===== config.mk =====
export PLATFORM = sky130hd
export DESIGN_NAME = triangle_midpoint_subdivider
export DESIGN_NICKNAME = d
export VERILOG_FILES = /design/src/rtl/core/tms_pkg.sv /design/src/rtl/core/triangle_midpoint_subdivider.sv /design/src/rtl/core/tms_csr.sv /design/src/rtl/core/tms_subdiv.sv /design/src/rtl/core/tms_tex_div.sv
export SDC_FILE = /design/constraint.sdc
export NUM_CORES = 1
export LEC_CHECK = 0
export BUFFER_PORTS_ARGS = -buffer_cell sky130_fd_sc_hd__buf_2
export CAP_MARGIN = 5
export CORE_AREA = 3 3 231 233
export CTS_CLUSTER_SIZE = 16
export DETAILED_ROUTE_END_ITERATION = 10
export DIE_AREA = 0 0 234 236
export GPL_TIMING_DRIVEN = 0
export HOLD_SLACK_MARGIN = 0.02
export PLACE_DENSITY_LB_ADDON = 0.25
export SLEW_MARGIN = 20
export SYNTH_ARGS = -nofsm -noshare
export SYNTH_HDL_FRONTEND = slang
export SYNTH_SLANG_ARGS = --single-unit
export TNS_END_PERCENT = 30

===== constraint.sdc =====
create_clock -name clock -period 12.4 [get_ports clock]
set_input_delay 1.86 -clock clock [delete_from_list [all_inputs] [get_ports clock]]
set_output_delay 1.86 -clock clock [all_outputs]
set_load 0.01 [all_outputs]

===== src/rtl/core/tms_pkg.sv =====
// Shared constants, types and reset values for the triangle midpoint subdivider.
`default_nettype none

package tms_pkg;

   localparam int MAX_LEVEL   = 10;
   localparam int COORD_BITS  = 16;
   localparam int LEVEL_W     = $clog2(MAX_LEVEL + 1);
   localparam int LEVEL_CFG_W = 4;
   localparam int INDEX_W     = 20;
   localparam int DIGITS_W    = 2 * MAX_LEVEL;
   localparam int NUM_VERTS   = 3;
   localparam int NUM_COORDS  = 2 * NUM_VERTS;

   // texture mapping: Q0.16 results from a restoring divide by a small constant
   localparam int TEX_W      = 16;
   localparam int TEX_NUM_W  = COORD_BITS + 6;
   localparam int TEX_DVD_W  = TEX_NUM_W - 1;
   localparam int TEX_DIV_W  = 4;
   localparam int CNT_W      = $clog2(TEX_DVD_W);

   localparam logic [TEX_NUM_W-1:0] TEX_U_BIAS    = TEX_NUM_W'(425990);
   localparam logic [TEX_NUM_W-1:0] TEX_V_BIAS    = TEX_NUM_W'(196612);
   localparam logic [TEX_DIV_W-1:0] TEX_U_DIVISOR = TEX_DIV_W'(13);
   localparam logic [TEX_DIV_W-1:0] TEX_V_DIVISOR = TEX_DIV_W'(9);
   localparam logic [TEX_W-1:0]     TEX_MAX       = '1;

   // stream widths, padded to whole bytes
   localparam int REQ_W = ((INDEX_W + 7) / 8) * 8;
   localparam int RSP_FIELDS_W = NUM_COORDS * COORD_BITS + NUM_COORDS * TEX_W;
   localparam int RSP_W = ((RSP_FIELDS_W + 7) / 8) * 8;

   // register port
   localparam int CSR_ADDR_W = 5;
   localparam int CSR_DATA_W = 32;

   typedef logic [CSR_ADDR_W-3:0] reg_index_type;

   localparam reg_index_type REG_LEVEL  = reg_index_type'(0);
   localparam reg_index_type REG_A_X    = reg_index_type'(1);
   localparam reg_index_type REG_A_Y    = reg_index_type'(2);
   localparam reg_index_type REG_B_X    = reg_index_type'(3);
   localparam reg_index_type REG_B_Y    = reg_index_type'(4);
   localparam reg_index_type REG_C_X    = reg_index_type'(5);
   localparam reg_index_type REG_C_Y    = reg_index_type'(6);

   typedef enum logic [1:0] {
      CHILD_A   = 2'd0,
      CHILD_B   = 2'd1,
      CHILD_C   = 2'd2,
      CHILD_MID = 2'd3
   } child_type;

   typedef struct packed {
      logic [LEVEL_CFG_W-1:0]                 level;
      logic [NUM_VERTS-1:0][COORD_BITS-1:0]   base_x;
      logic [NUM_VERTS-1:0][COORD_BITS-1:0]   base_y;
   } cfg_type;

   localparam cfg_type CFG_RESET = '{
      level:  '0,
      base_x: {COORD_BITS'(-10650), COORD_BITS'(10650), COORD_BITS'(0)},
      base_y: {COORD_BITS'(-6144), COORD_BITS'(-6144), COORD_BITS'(12288)}
   };

   typedef struct packed {
      logic      load;
      logic      shift;
      logic      first_bit;
      logic      last_bit;
      child_type digit;
   } sub_ctrl_type;

   typedef struct packed {
      logic load;
      logic shift;
   } tex_ctrl_type;

endpackage

`default_nettype wire


===== src/rtl/core/triangle_midpoint_subdivider.sv =====
// Top level: request/response streams, level sequencer, subdivision and texture units.
//
// Usage: a request carries a leaf index; the block walks its base-4 digits from the top
// level down, one subdivision level at a time, and returns the leaf's three vertices
// (signed Q1.14) and their texture coordinates (Q0.16) as one response.
// Each level runs bit-serially through the six vertex shift registers, COORD_BITS (16)
// bits a level. The texture step is a restoring divide, one quotient bit a cycle, over
// TEX_DVD_W (21) bits, after a load step. One request is in work at a time; the next
// can be taken in the cycle after the result moves to the output register.
// The output register holds one response; a new request is accepted while it waits.
// If the receiver stalls and a second result is finished, the block holds it and takes
// no request until the output register frees up.
// Reset (synchronous) empties the block and restores the default base triangle at level 0.
// The user must write registers only while no request is in work; the block does not check.
`default_nettype none

module triangle_midpoint_subdivider (
   input  wire logic                             clock,
   input  wire logic                             reset,
   // request: [19:0] leaf_index
   input  wire logic                             req_tvalid,
   output logic                                  req_tready,
   input  wire logic [tms_pkg::REQ_W-1:0]        req_tdata,
   // response: first_x, first_y, second_x, second_y, third_x, third_y,
   //           first_u, first_v, second_u, second_v, third_u, third_v (16 bits each)
   output logic                                  rsp_tvalid,
   input  wire logic                             rsp_tready,
   output logic      [tms_pkg::RSP_W-1:0]        rsp_tdata,
   input  wire logic                             csr_psel,
   input  wire logic                             csr_penable,
   input  wire logic                             csr_pwrite,
   input  wire logic [tms_pkg::CSR_ADDR_W-1:0]   csr_paddr,
   input  wire logic [tms_pkg::CSR_DATA_W-1:0]   csr_pwdata,
   output logic      [tms_pkg::CSR_DATA_W-1:0]   csr_prdata,
   output logic                                  csr_pready
);

   typedef enum logic [2:0] {
      ST_IDLE,
      ST_SUBDIV,
      ST_TEX_LOAD,
      ST_TEX,
      ST_FINISH
   } state_type;

   state_type                          state_ff;
   state_type                          state_in;
   logic [tms_pkg::CNT_W-1:0]          cnt_ff;
   logic [tms_pkg::CNT_W-1:0]          cnt_in;
   logic [tms_pkg::LEVEL_W-1:0]        levels_ff;
   logic [tms_pkg::LEVEL_W-1:0]        levels_in;
   logic [tms_pkg::DIGITS_W-1:0]       digits_ff;
   logic [tms_pkg::DIGITS_W-1:0]       digits_in;
   logic                               rsp_valid_ff;
   logic                               rsp_valid_in;
   logic [tms_pkg::RSP_W-1:0]          rsp_data_ff;
   logic [tms_pkg::RSP_W-1:0]          rsp_data_in;

   tms_pkg::cfg_type                   cfg;
   tms_pkg::sub_ctrl_type              sub_ctrl;
   tms_pkg::tex_ctrl_type              tex_ctrl;
   logic [tms_pkg::NUM_COORDS-1:0][tms_pkg::COORD_BITS-1:0] coord;
   logic [tms_pkg::NUM_COORDS-1:0][tms_pkg::TEX_W-1:0]      tex;

   logic                               req_accept;
   logic                               bit_last;
   logic [tms_pkg::LEVEL_W-1:0]        lvl_sat;
   logic [tms_pkg::LEVEL_W:0]          digit_shamt;
   logic [tms_pkg::INDEX_W+tms_pkg::DIGITS_W-1:0] index_wide;

   tms_csr u_csr (
      .clock   (clock),
      .reset   (reset),
      .psel    (csr_psel),
      .penable (csr_penable),
      .pwrite  (csr_pwrite),
      .paddr   (csr_paddr),
      .pwdata  (csr_pwdata),
      .prdata  (csr_prdata),
      .cfg     (cfg)
   );

   tms_subdiv u_subdiv (
      .clock (clock),
      .ctrl  (sub_ctrl),
      .cfg   (cfg),
      .coord (coord)
   );

   for (genvar c = 0; c < tms_pkg::NUM_COORDS; c++) begin : g_tex
      tms_tex_div u_tex (
         .clock (clock),
         .ctrl  (tex_ctrl),
         .is_v  (c % 2 == 1),
         .coord (coord[c]),
         .tex   (tex[c])
      );
   end

   assign csr_pready = 1'b1;
   assign req_tready = (state_ff == ST_IDLE);
   assign req_accept = req_tvalid & req_tready;
   assign rsp_tvalid = rsp_valid_ff;
   assign rsp_tdata  = rsp_data_ff;
   assign bit_last   = (cnt_ff == tms_pkg::CNT_W'(tms_pkg::COORD_BITS - 1));

   always_comb begin
      if (32'(cfg.level) > tms_pkg::MAX_LEVEL) begin
         lvl_sat = tms_pkg::LEVEL_W'(tms_pkg::MAX_LEVEL);
      end else begin
         lvl_sat = tms_pkg::LEVEL_W'(cfg.level);
      end
      // align the top-level digit to the MSB pair; index bits at and above 2*level drop out
      digit_shamt = {tms_pkg::LEVEL_W'(tms_pkg::MAX_LEVEL) - lvl_sat, 1'b0};
      index_wide  = {tms_pkg::DIGITS_W'(0), req_tdata[tms_pkg::INDEX_W-1:0]} << digit_shamt;
   end

   always_comb begin
      sub_ctrl.load      = req_accept;
      sub_ctrl.shift     = (state_ff == ST_SUBDIV);
      sub_ctrl.first_bit = (cnt_ff == '0);
      sub_ctrl.last_bit  = bit_last;
      sub_ctrl.digit     = tms_pkg::child_type'(digits_ff[tms_pkg::DIGITS_W-1 -: 2]);
      tex_ctrl.load      = (state_ff == ST_TEX_LOAD);
      tex_ctrl.shift     = (state_ff == ST_TEX);
   end

   always_comb begin
      state_in     = state_ff;
      cnt_in       = cnt_ff;
      levels_in    = levels_ff;
      digits_in    = digits_ff;
      rsp_valid_in = rsp_valid_ff & ~rsp_tready;
      rsp_data_in  = rsp_data_ff;
      unique case (state_ff)
         ST_IDLE: begin
            if (req_accept) begin
               cnt_in    = '0;
               levels_in = lvl_sat;
               digits_in = index_wide[tms_pkg::DIGITS_W-1:0];
               state_in  = (lvl_sat == '0) ? ST_TEX_LOAD : ST_SUBDIV;
            end
         end
         ST_SUBDIV: begin
            cnt_in = tms_pkg::CNT_W'(cnt_ff + 1'b1);
            if (bit_last) begin
               cnt_in    = '0;
               levels_in = tms_pkg::LEVEL_W'(levels_ff - 1'b1);
               digits_in = digits_ff << 2;
               if (levels_ff == tms_pkg::LEVEL_W'(1)) begin
                  state_in = ST_TEX_LOAD;
               end
            end
         end
         ST_TEX_LOAD: begin
            cnt_in   = '0;
            state_in = ST_TEX;
         end
         ST_TEX: begin
            cnt_in = tms_pkg::CNT_W'(cnt_ff + 1'b1);
            if (cnt_ff == tms_pkg::CNT_W'(tms_pkg::TEX_DVD_W - 1)) begin
               state_in = ST_FINISH;
            end
         end
         ST_FINISH: begin
            if (!rsp_valid_ff || rsp_tready) begin
               rsp_valid_in = 1'b1;
               rsp_data_in  = tms_pkg::RSP_W'({tex, coord});
               state_in     = ST_IDLE;
            end
         end
         default: state_in = ST_IDLE;
      endcase
   end

   always_ff @(posedge clock) begin
      digits_ff   <= digits_in;
      rsp_data_ff <= rsp_data_in;
      if (reset) begin
         state_ff     <= ST_IDLE;
         cnt_ff       <= '0;
         levels_ff    <= '0;
         rsp_valid_ff <= 1'b0;
      end else begin
         state_ff     <= state_in;
         cnt_ff       <= cnt_in;
         levels_ff    <= levels_in;
         rsp_valid_ff <= rsp_valid_in;
      end
   end

   a_accept_starts: assert property (@(posedge clock) disable iff (reset)
      req_accept |=> state_ff != ST_IDLE)
      else $error("request accepted but sequencer stayed idle");

   a_subdiv_has_level: assert property (@(posedge clock) disable iff (reset)
      state_ff == ST_SUBDIV |-> levels_ff != '0)
      else $error("subdivision running with no level left");

   a_finish_holds: assert property (@(posedge clock) disable iff (reset)
      (state_ff == ST_FINISH && rsp_valid_ff && !rsp_tready)
         |=> (state_ff == ST_FINISH && rsp_valid_ff))
      else $error("finished result dropped while output register was full");

   a_valid_from_finish: assert property (@(posedge clock) disable iff (reset)
      $rose(rsp_valid_ff) |-> $past(state_ff) == ST_FINISH)
      else $error("response raised outside of finish state");

   a_tex_count_bound: assert property (@(posedge clock) disable iff (reset)
      state_ff == ST_TEX |-> cnt_ff < tms_pkg::CNT_W'(tms_pkg::TEX_DVD_W))
      else $error("texture divide ran past its quotient width");

endmodule

`default_nettype wire


===== src/rtl/core/tms_csr.sv =====
// Configuration registers behind the APB-style port.
`default_nettype none

module tms_csr (
   input  wire logic                             clock,
   input  wire logic                             reset,
   input  wire logic                             psel,
   input  wire logic                             penable,
   input  wire logic                             pwrite,
   input  wire logic [tms_pkg::CSR_ADDR_W-1:0]   paddr,
   input  wire logic [tms_pkg::CSR_DATA_W-1:0]   pwdata,
   output logic      [tms_pkg::CSR_DATA_W-1:0]   prdata,
   output tms_pkg::cfg_type                      cfg
);

   tms_pkg::cfg_type       cfg_ff;
   tms_pkg::cfg_type       cfg_in;
   tms_pkg::reg_index_type reg_idx;
   logic                   wr_en;

   assign reg_idx = paddr[tms_pkg::CSR_ADDR_W-1:2];
   assign wr_en   = psel & penable & pwrite;
   assign cfg     = cfg_ff;

   always_comb begin
      cfg_in = cfg_ff;
      if (wr_en) begin
         unique case (reg_idx)
            tms_pkg::REG_LEVEL: cfg_in.level = pwdata[tms_pkg::LEVEL_CFG_W-1:0];
            tms_pkg::REG_A_X:   cfg_in.base_x[0] = pwdata[tms_pkg::COORD_BITS-1:0];
            tms_pkg::REG_A_Y:   cfg_in.base_y[0] = pwdata[tms_pkg::COORD_BITS-1:0];
            tms_pkg::REG_B_X:   cfg_in.base_x[1] = pwdata[tms_pkg::COORD_BITS-1:0];
            tms_pkg::REG_B_Y:   cfg_in.base_y[1] = pwdata[tms_pkg::COORD_BITS-1:0];
            tms_pkg::REG_C_X:   cfg_in.base_x[2] = pwdata[tms_pkg::COORD_BITS-1:0];
            tms_pkg::REG_C_Y:   cfg_in.base_y[2] = pwdata[tms_pkg::COORD_BITS-1:0];
            default: ;
         endcase
      end
   end

   always_comb begin
      unique case (reg_idx)
         tms_pkg::REG_LEVEL: prdata = tms_pkg::CSR_DATA_W'(cfg_ff.level);
         tms_pkg::REG_A_X:   prdata = tms_pkg::CSR_DATA_W'(cfg_ff.base_x[0]);
         tms_pkg::REG_A_Y:   prdata = tms_pkg::CSR_DATA_W'(cfg_ff.base_y[0]);
         tms_pkg::REG_B_X:   prdata = tms_pkg::CSR_DATA_W'(cfg_ff.base_x[1]);
         tms_pkg::REG_B_Y:   prdata = tms_pkg::CSR_DATA_W'(cfg_ff.base_y[1]);
         tms_pkg::REG_C_X:   prdata = tms_pkg::CSR_DATA_W'(cfg_ff.base_x[2]);
         tms_pkg::REG_C_Y:   prdata = tms_pkg::CSR_DATA_W'(cfg_ff.base_y[2]);
         default:            prdata = '0;
      endcase
   end

   always_ff @(posedge clock) begin
      if (reset) begin
         cfg_ff <= tms_pkg::CFG_RESET;
      end else begin
         cfg_ff <= cfg_in;
      end
   end

endmodule

`default_nettype wire


===== src/rtl/core/tms_subdiv.sv =====
// Bit-serial midpoint subdivision: six vertex coordinate shift registers, LSB first.
`default_nettype none

module tms_subdiv (
   input  wire logic                  clock,
   input  wire tms_pkg::sub_ctrl_type ctrl,
   input  wire tms_pkg::cfg_type      cfg,
   output logic [tms_pkg::NUM_COORDS-1:0][tms_pkg::COORD_BITS-1:0] coord
);

   // coordinate c belongs to vertex c/2, axis c%2 (0 = x, 1 = y)
   logic [tms_pkg::COORD_BITS-1:0] pos_ff [tms_pkg::NUM_COORDS];
   logic [tms_pkg::COORD_BITS-1:0] pos_in [tms_pkg::NUM_COORDS];
   // serial adder carries per axis, per pair (ab, bc, ac)
   logic [2:0] carry_ff [2];
   logic [2:0] carry_in [2];

   // floor((p+q)/2) = (p>>>1) + (q>>>1) + (p0 & q0): at bit j use bit j+1 of each
   // operand (sign bit on the last bit), seeding the carry with p0 & q0.
   always_comb begin
      logic [2:0] lo_bit;
      logic [2:0] hi_bit;
      logic [2:0] cin;
      logic [2:0] mid_bit;
      logic [2:0] new_bit;
      logic [tms_pkg::COORD_BITS-1:0] base;
      lo_bit  = '0;
      hi_bit  = '0;
      cin     = '0;
      mid_bit = '0;
      new_bit = '0;
      base    = '0;
      for (int a = 0; a < 2; a++) begin
         for (int v = 0; v < tms_pkg::NUM_VERTS; v++) begin
            lo_bit[v] = pos_ff[2*v+a][0];
            hi_bit[v] = ctrl.last_bit ? pos_ff[2*v+a][0] : pos_ff[2*v+a][1];
         end
         cin[0] = ctrl.first_bit ? (lo_bit[0] & lo_bit[1]) : carry_ff[a][0];
         cin[1] = ctrl.first_bit ? (lo_bit[1] & lo_bit[2]) : carry_ff[a][1];
         cin[2] = ctrl.first_bit ? (lo_bit[0] & lo_bit[2]) : carry_ff[a][2];
         mid_bit[0] = hi_bit[0] ^ hi_bit[1] ^ cin[0];
         mid_bit[1] = hi_bit[1] ^ hi_bit[2] ^ cin[1];
         mid_bit[2] = hi_bit[0] ^ hi_bit[2] ^ cin[2];
         carry_in[a][0] = (hi_bit[0] & hi_bit[1]) | (cin[0] & (hi_bit[0] ^ hi_bit[1]));
         carry_in[a][1] = (hi_bit[1] & hi_bit[2]) | (cin[1] & (hi_bit[1] ^ hi_bit[2]));
         carry_in[a][2] = (hi_bit[0] & hi_bit[2]) | (cin[2] & (hi_bit[0] ^ hi_bit[2]));

         unique case (ctrl.digit)
            tms_pkg::CHILD_A:   new_bit = {mid_bit[2], mid_bit[0], lo_bit[0]};
            tms_pkg::CHILD_B:   new_bit = {mid_bit[0], mid_bit[1], lo_bit[1]};
            tms_pkg::CHILD_C:   new_bit = {mid_bit[1], mid_bit[2], lo_bit[2]};
            tms_pkg::CHILD_MID: new_bit = {mid_bit[1], mid_bit[2], mid_bit[0]};
            default:            new_bit = '0;
         endcase

         for (int v = 0; v < tms_pkg::NUM_VERTS; v++) begin
            base = (a == 0) ? cfg.base_x[v] : cfg.base_y[v];
            if (ctrl.load) begin
               pos_in[2*v+a] = base;
            end else if (ctrl.shift) begin
               pos_in[2*v+a] = {new_bit[v], pos_ff[2*v+a][tms_pkg::COORD_BITS-1:1]};
            end else begin
               pos_in[2*v+a] = pos_ff[2*v+a];
            end
         end
      end
   end

   always_ff @(posedge clock) begin
      pos_ff   <= pos_in;
      carry_ff <= carry_in;
   end

   always_comb begin
      for (int c = 0; c < tms_pkg::NUM_COORDS; c++) begin
         coord[c] = pos_ff[c];
      end
   end

endmodule

`default_nettype wire


===== src/rtl/core/tms_tex_div.sv =====
// Texture coordinate unit: affine numerator, then a one-bit-per-cycle restoring divide.
`default_nettype none

module tms_tex_div (
   input  wire logic                             clock,
   input  wire tms_pkg::tex_ctrl_type            ctrl,
   input  wire logic                             is_v,
   input  wire logic [tms_pkg::COORD_BITS-1:0]   coord,
   output logic      [tms_pkg::TEX_W-1:0]        tex
);

   logic                              neg_ff;
   logic                              neg_in;
   // dividend shifts out the top while quotient bits shift in at the bottom
   logic [tms_pkg::TEX_DVD_W-1:0]     dq_ff;
   logic [tms_pkg::TEX_DVD_W-1:0]     dq_in;
   logic [tms_pkg::TEX_DIV_W-1:0]     rem_ff;
   logic [tms_pkg::TEX_DIV_W-1:0]     rem_in;

   always_comb begin
      logic [tms_pkg::TEX_NUM_W-1:0] c_ext;
      logic [tms_pkg::TEX_NUM_W-1:0] num;
      logic [tms_pkg::TEX_DIV_W-1:0] divisor;
      logic [tms_pkg::TEX_DIV_W:0]   trial;
      c_ext = tms_pkg::TEX_NUM_W'(signed'(coord));
      if (is_v) begin
         // 32*(y + 6144) + 4
         num     = (c_ext << 5) + tms_pkg::TEX_V_BIAS;
         divisor = tms_pkg::TEX_V_DIVISOR;
      end else begin
         // 40*x + 425984 + 6
         num     = (c_ext << 5) + (c_ext << 3) + tms_pkg::TEX_U_BIAS;
         divisor = tms_pkg::TEX_U_DIVISOR;
      end
      trial  = {rem_ff, dq_ff[tms_pkg::TEX_DVD_W-1]};
      neg_in = neg_ff;
      dq_in  = dq_ff;
      rem_in = rem_ff;
      if (ctrl.load) begin
         neg_in = num[tms_pkg::TEX_NUM_W-1];
         dq_in  = num[tms_pkg::TEX_DVD_W-1:0];
         rem_in = '0;
      end else if (ctrl.shift) begin
         if (trial >= {1'b0, divisor}) begin
            rem_in = tms_pkg::TEX_DIV_W'(trial - {1'b0, divisor});
            dq_in  = {dq_ff[tms_pkg::TEX_DVD_W-2:0], 1'b1};
         end else begin
            rem_in = trial[tms_pkg::TEX_DIV_W-1:0];
            dq_in  = {dq_ff[tms_pkg::TEX_DVD_W-2:0], 1'b0};
         end
      end
   end

   always_ff @(posedge clock) begin
      neg_ff <= neg_in;
      dq_ff  <= dq_in;
      rem_ff <= rem_in;
   end

   always_comb begin
      if (neg_ff) begin
         tex = '0;
      end else if (dq_ff > tms_pkg::TEX_DVD_W'(tms_pkg::TEX_MAX)) begin
         tex = tms_pkg::TEX_MAX;
      end else begin
         tex = tms_pkg::TEX_W'(dq_ff);
      end
   end

endmodule

`default_nettype wire

## Word level (Yosys, flattened, before mapping)

Cells that the tools add are included.

- Bits in registers: 583
- Input bits: 68
- Output and inout port bits: 227
- Word-level logic and storage cells: 237

- Add/subtract/negate cells: 18
- Magnitude comparators: 13
- Equality and inequality tests: 21
- Shift-type cells: 1
- Mux-type cells: 76
- Bitwise logic cells: 41
- Reductions and logical operators: 22

Operator list:

| kind | number |
|---|---|
| 2-to-1 mux 16 bit | 18 |
| 2-to-1 mux 21 bit | 12 |
| > comparator 21 x 16 -> 1 bit (second input constant) | 6 |
| case mux 16 bit (7 select lines) | 1 |
| adder 21 x 19 -> 22 bit | 3 |
| adder 21 x 19 -> 22 bit (second input constant) | 3 |
| adder 22 x 19 -> 22 bit (second input constant) | 3 |
| 2-to-1 mux 20 bit | 2 |
| case mux 20 bit (2 select lines) | 1 |
| 2-to-1 mux 4 bit | 9 |
| greater-or-equal comparator 5 x 4 -> 1 bit (second input constant) | 6 |
| case mux 3 bit (4 select lines) | 2 |
| subtractor 4 bit (second input constant) | 6 |
| bitwise AND 1 bit | 22 |
| 2-to-1 mux 1 bit | 20 |
| case mux 5 bit (4 select lines) | 1 |
| << shifter 20 x 5 -> 20 bit | 1 |
| AND reduction 2 bit | 9 |
| 2-to-1 mux 3 bit | 5 |
| case mux 3 bit (5 select lines) | 1 |
| equality test 3 x 2 -> 1 bit (second input constant) | 4 |
| equality test 3 bit (second input constant) | 4 |
| XOR 1 bit | 12 |
| 2-to-1 mux 5 bit | 2 |
| other kinds (26) | 39 |

## Depth between registers and ports, before layout

- Word-level depth: 7
- Mapped depth: 11
- Depth with buffers taken out: 10

## Modules after synthesis

A second synthesis with hierarchy kept.

- Cell total of the unflattened synthesis: 2997
- Area, all modules: 32617.5 um2

Modules (own cells, without submodules):

| module | instances | cells an instance | area an instance (um2) | sequential area each (um2) |
|---|---|---|---|---|
| triangle_midpoint_subdivider | 1 | 511 | 8495.6 | 6626.4 |
| tms_tex_div (g_tex[1].u_tex ...) | 3 | 290 | 2437.3 | 740.7 |
| tms_tex_div (g_tex[0].u_tex ...) | 3 | 289 | 2419.8 | 740.7 |
| tms_csr | 1 | 486 | 4953.5 | 2001.9 |
| tms_subdiv | 1 | 263 | 4596.9 | 3002.9 |

## Worst setup path after synthesis

No wires, ideal clock.

- Path kind: in2reg
- Start: in rsp_tready
- End: reg rsp_data_ff (netlist bit rsp_tdata[0]) (enable)
- Arrival: 9885 ps
- Data required time: 11652 ps
- Path slack: 1767 ps
- Stages: 2
- Cells stage by stage: nor2b_1 -> nor2_1

- Cells in the longest elaborated chain, start to end: 2

RTL lines:

| element | line | source |
|---|---|---|
| start, declared | triangle_midpoint_subdivider.sv:27 | `input wire logic rsp_tready,` |
| logical OR 1 bit | triangle_midpoint_subdivider.sv:166 | `if (!rsp_valid_ff \|\| rsp_tready) begin` |
| AND reduction 2 bit (no line) | -- |  |
| end signal, assigned | triangle_midpoint_subdivider.sv:178 | `rsp_data_ff <= rsp_data_in;` |
| end, declared | triangle_midpoint_subdivider.sv:56 | `logic [tms_pkg::RSP_W-1:0] rsp_data_ff;` |

Every way passes these cells.
A chain may end at the register's enable or synchronous reset.

## Worst setup path after layout

- Start: in csr_paddr[2] in the netlist's numbering
- End: out csr_prdata[13] in the netlist's numbering

- Cells in the longest elaborated chain, start to end: 2
- Elaborated cells between the ends (all ways): 8
- Those cells by class: eq/ne (6); mux (1); reduce/logical (1)

RTL lines:

| element | line | source |
|---|---|---|
| start, declared | triangle_midpoint_subdivider.sv:32 | `input wire logic [tms_pkg::CSR_ADDR_W-1:0] csr_paddr,` |
| equality test 3 bit, or another cell as far along | tms_csr.sv:42 | `unique case (reg_idx)` |
| case mux 16 bit (7 select lines) (*) | tms_csr.sv:42 |  |
| end, declared | triangle_midpoint_subdivider.sv:34 | `output logic [tms_pkg::CSR_DATA_W-1:0] csr_prdata,` |

Mark *: on every way between the ends. The rest lies on a longest branch, timed or not.

==> results.toml <==
[power]
p_leak_uw = 0.0127
power_density_mw_per_mm2 = 172
irDropWorstVdd_mv = 0.150

[cells_and_area]
postLayoutCoreUtil_pct = 63.2
drive_above_1_share_pct = 19.4
syn2layout_area_growth_pct = 15.6
ff_latch_area_sq_mm = 0.0161
finalNetCount = 3125
mostFrequentLayoutCells = "nand2_1, edfxtp_1, nor2_1"
final_common_cell = "nand2_1"
multi_input_area_sq_mm = 0.0110
fillers = 4114
postLayoutCellArea_sq_mm = 0.0325

[global_route]
antenna_found_initial = 5
gr-usage-all-layers_pct = 29.0
grt_pass1_vias = 20200
grt_max_degree = 58
gr-total-overflow = 0
grt_pass1_wl_um = 122000

[yosys]
synth_top_area_share_pct = 47.0
synth_top_cell_by_area = "edfxtp_1"
ys_types = 92
synth.avg_cell_area_sq_um = 10.8
synthCells = 2597
yosysWarningCount = 0
yosys-top-cells-area = "edfxtp_1, dfxtp_1, nand2_1"
async_reset_ff_share_pct = 0
ys_seq_area_share_pct = 57.2
synth_flop_cell = "edfxtp_1"
netlist_area_sq_mm = 0.0281
ys_seq_elements = 583
synth_edf_count = 440

[critical_path]
critical_path_class = "primary input to output port"
start_kind = "primary input"
cp_max_fo = 10
cp-end-kind = "output port"
cp.arrival_ps = 3850
cp_data_required_time_ps = 10540

[placed_design]
place_hpwl_um = 61000
dpl-instance-area_sq_mm = 0.0305
place_ws_ps = 6740
place.gp.congestion = 0.953
placement.io_buffers = 253

[drt]
postRouteAntennaNets = 0
drc = 0
dr.pass1.iters = 6
wirelength_um = 81100
drtIter0Drc = 2128
vias_per_cell = 5.85
wl_per_cell_um = 22.1
vias = 21500

[cts]
cts.sink_count = 583
cts_buffer_depth = 3
cts_tree = "built"
post_cts_resized = 0
clk_latency_ps = 640
postCtsHoldBufs = 0
path_clk_slew_ps = 60
cts-buffers-inserted = 59
cts-root-buf = "clkbuf_16"
htree_num_levels = 2
cts_setup_buffers = 0

[floorplanning]
die_area_sq_mm = 0.0552
fp.dieH_um = 236
boundaryPins = 295
rows = 83
die-width_um = 234
fp.coreArea_sq_mm = 0.0514
start_util_pct = 54.7

[hold_path]
hp-class = "flip-flop to flip-flop"

[timing]
min_period_ps = 5710
hold_viol = 0
worst_pin_slew_ps = 953
finalCritPeriodShare_pct = 46.1
setup_ws_ps = 6690
finalClockSkew_ps = 20.1
fmax_mhz = 175
grt_setup_unrepaired = "false"
slew_violations = 0
slew_headroom_pct = 36.5
fin_hold_ws_ps = 479
setup_viol = 0

[flow_run]
maxCapViolations = 0

[run_status]
status = "completed"
==> cell type report <==
type                            count  share of cell area [%]
Antenna cell                        2                  0.0154
Buffer                            154                    2.40
Clock buffer                       94                    5.45
Clock inverter                     18                   0.570
Inverter                           73                   0.866
Multi-Input combinational cell   1802                    34.0
Sequential cell                   583                    49.5
Tap cell                          680                    2.62
Timing Repair Buffer              263                    4.61
==> worst max-delay path: stages <==
cell and delay (ps):
buf_2 120, buf_2 290, buf_2 330, clkbuf_1 530, nor2_1 110, a21oi_1 210
a21oi_1 190, buf_2 210
==> metal layers <==
layer / part of all wire [%] / up-vias / track usage (%)
met5: 0.038 / - / 0
met1: 43 / 10400 / 42.2
met2: 46 / 986 / 45.1
li1: - / 9900 / -
met3: 8.1 / 137 / 4.64
met4: 2.9 / 4 / 8.57
==> synthesized netlist by cell type, types with 39 or more instances <==
library cell  instances
a21oi_1             152
buf_2                45
clkbuf_1             58
dfxtp_1             143
edfxtp_1            440
ha_1                112
inv_1                71
mux2_2               99
mux2i_1              39
nand2_1             482
nor2_1              306
o21ai_0             132
==> flip-flops by register name, summed over array words and instances (netlist names) <==
| register | cells |
|---|---|
| rsp_tdata | 192 |
| g_tex.u_tex.dq_ff | 126 |
| u_csr.cfg | 100 |
| u_subdiv.coord | 96 |
| g_tex.u_tex.rem_ff | 24 |
| digits_ff | 20 |
| g_tex.u_tex.neg_ff | 6 |
| u_subdiv.carry_ff | 6 |
| cnt_ff | 5 |
| levels_ff | 4 |
| state_ff | 3 |
| rsp_tvalid | 1 |
==> report_power, final <==
part	internal, uW	leakage (uW)	switching, uW	total, uW
combinational	473	0.00645	792	1260
clock	1020	0.000962	763	1790
sequential	2380	0.00527	161	2540
total	3870	0.0127	1720	5590
==> through the flow <==
stage | instances | total power, uW | setup TNS [ps]
3_5_place_dp | 3555 | 3810 | 0
4_1_cts | 3667 | 5590 | 0
5_1_grt | 3668 | 5850 | 0
2_1_floorplan | 2612 | 3410 | 0
6_report | 3669 | 5590 | 0
3_3_place_gp | 3545 | 3790 | -241450
==> kinds of logic after synthesis <==
kind of cell,share of synthesized area (%)
muxes,6.08
and+or+nand+nor,15.1
other,0.0267
DFF,57.2
buffers and inverters,3.77
xor gates and xnor gates,1.63
AOI/OAI and AO/OA,10.5
adders and majority gates,5.63
==> path summary, 6_finish.rpt <==
check	startpoint	endpoint	slack (ps)	depth (start not counted)
setup / recovery	csr_paddr[2]	csr_prdata[13]	6690	8
hold / removal	u_csr.cfg[44]	u_csr.cfg[44]	480	2
setup reg to reg	cnt_ff[1]	u_subdiv.coord[15]	9070	8
hold reg to reg	u_csr.cfg[44]	u_csr.cfg[44]	480	2
No activity file was read; power rests on OpenSTA's default activity.
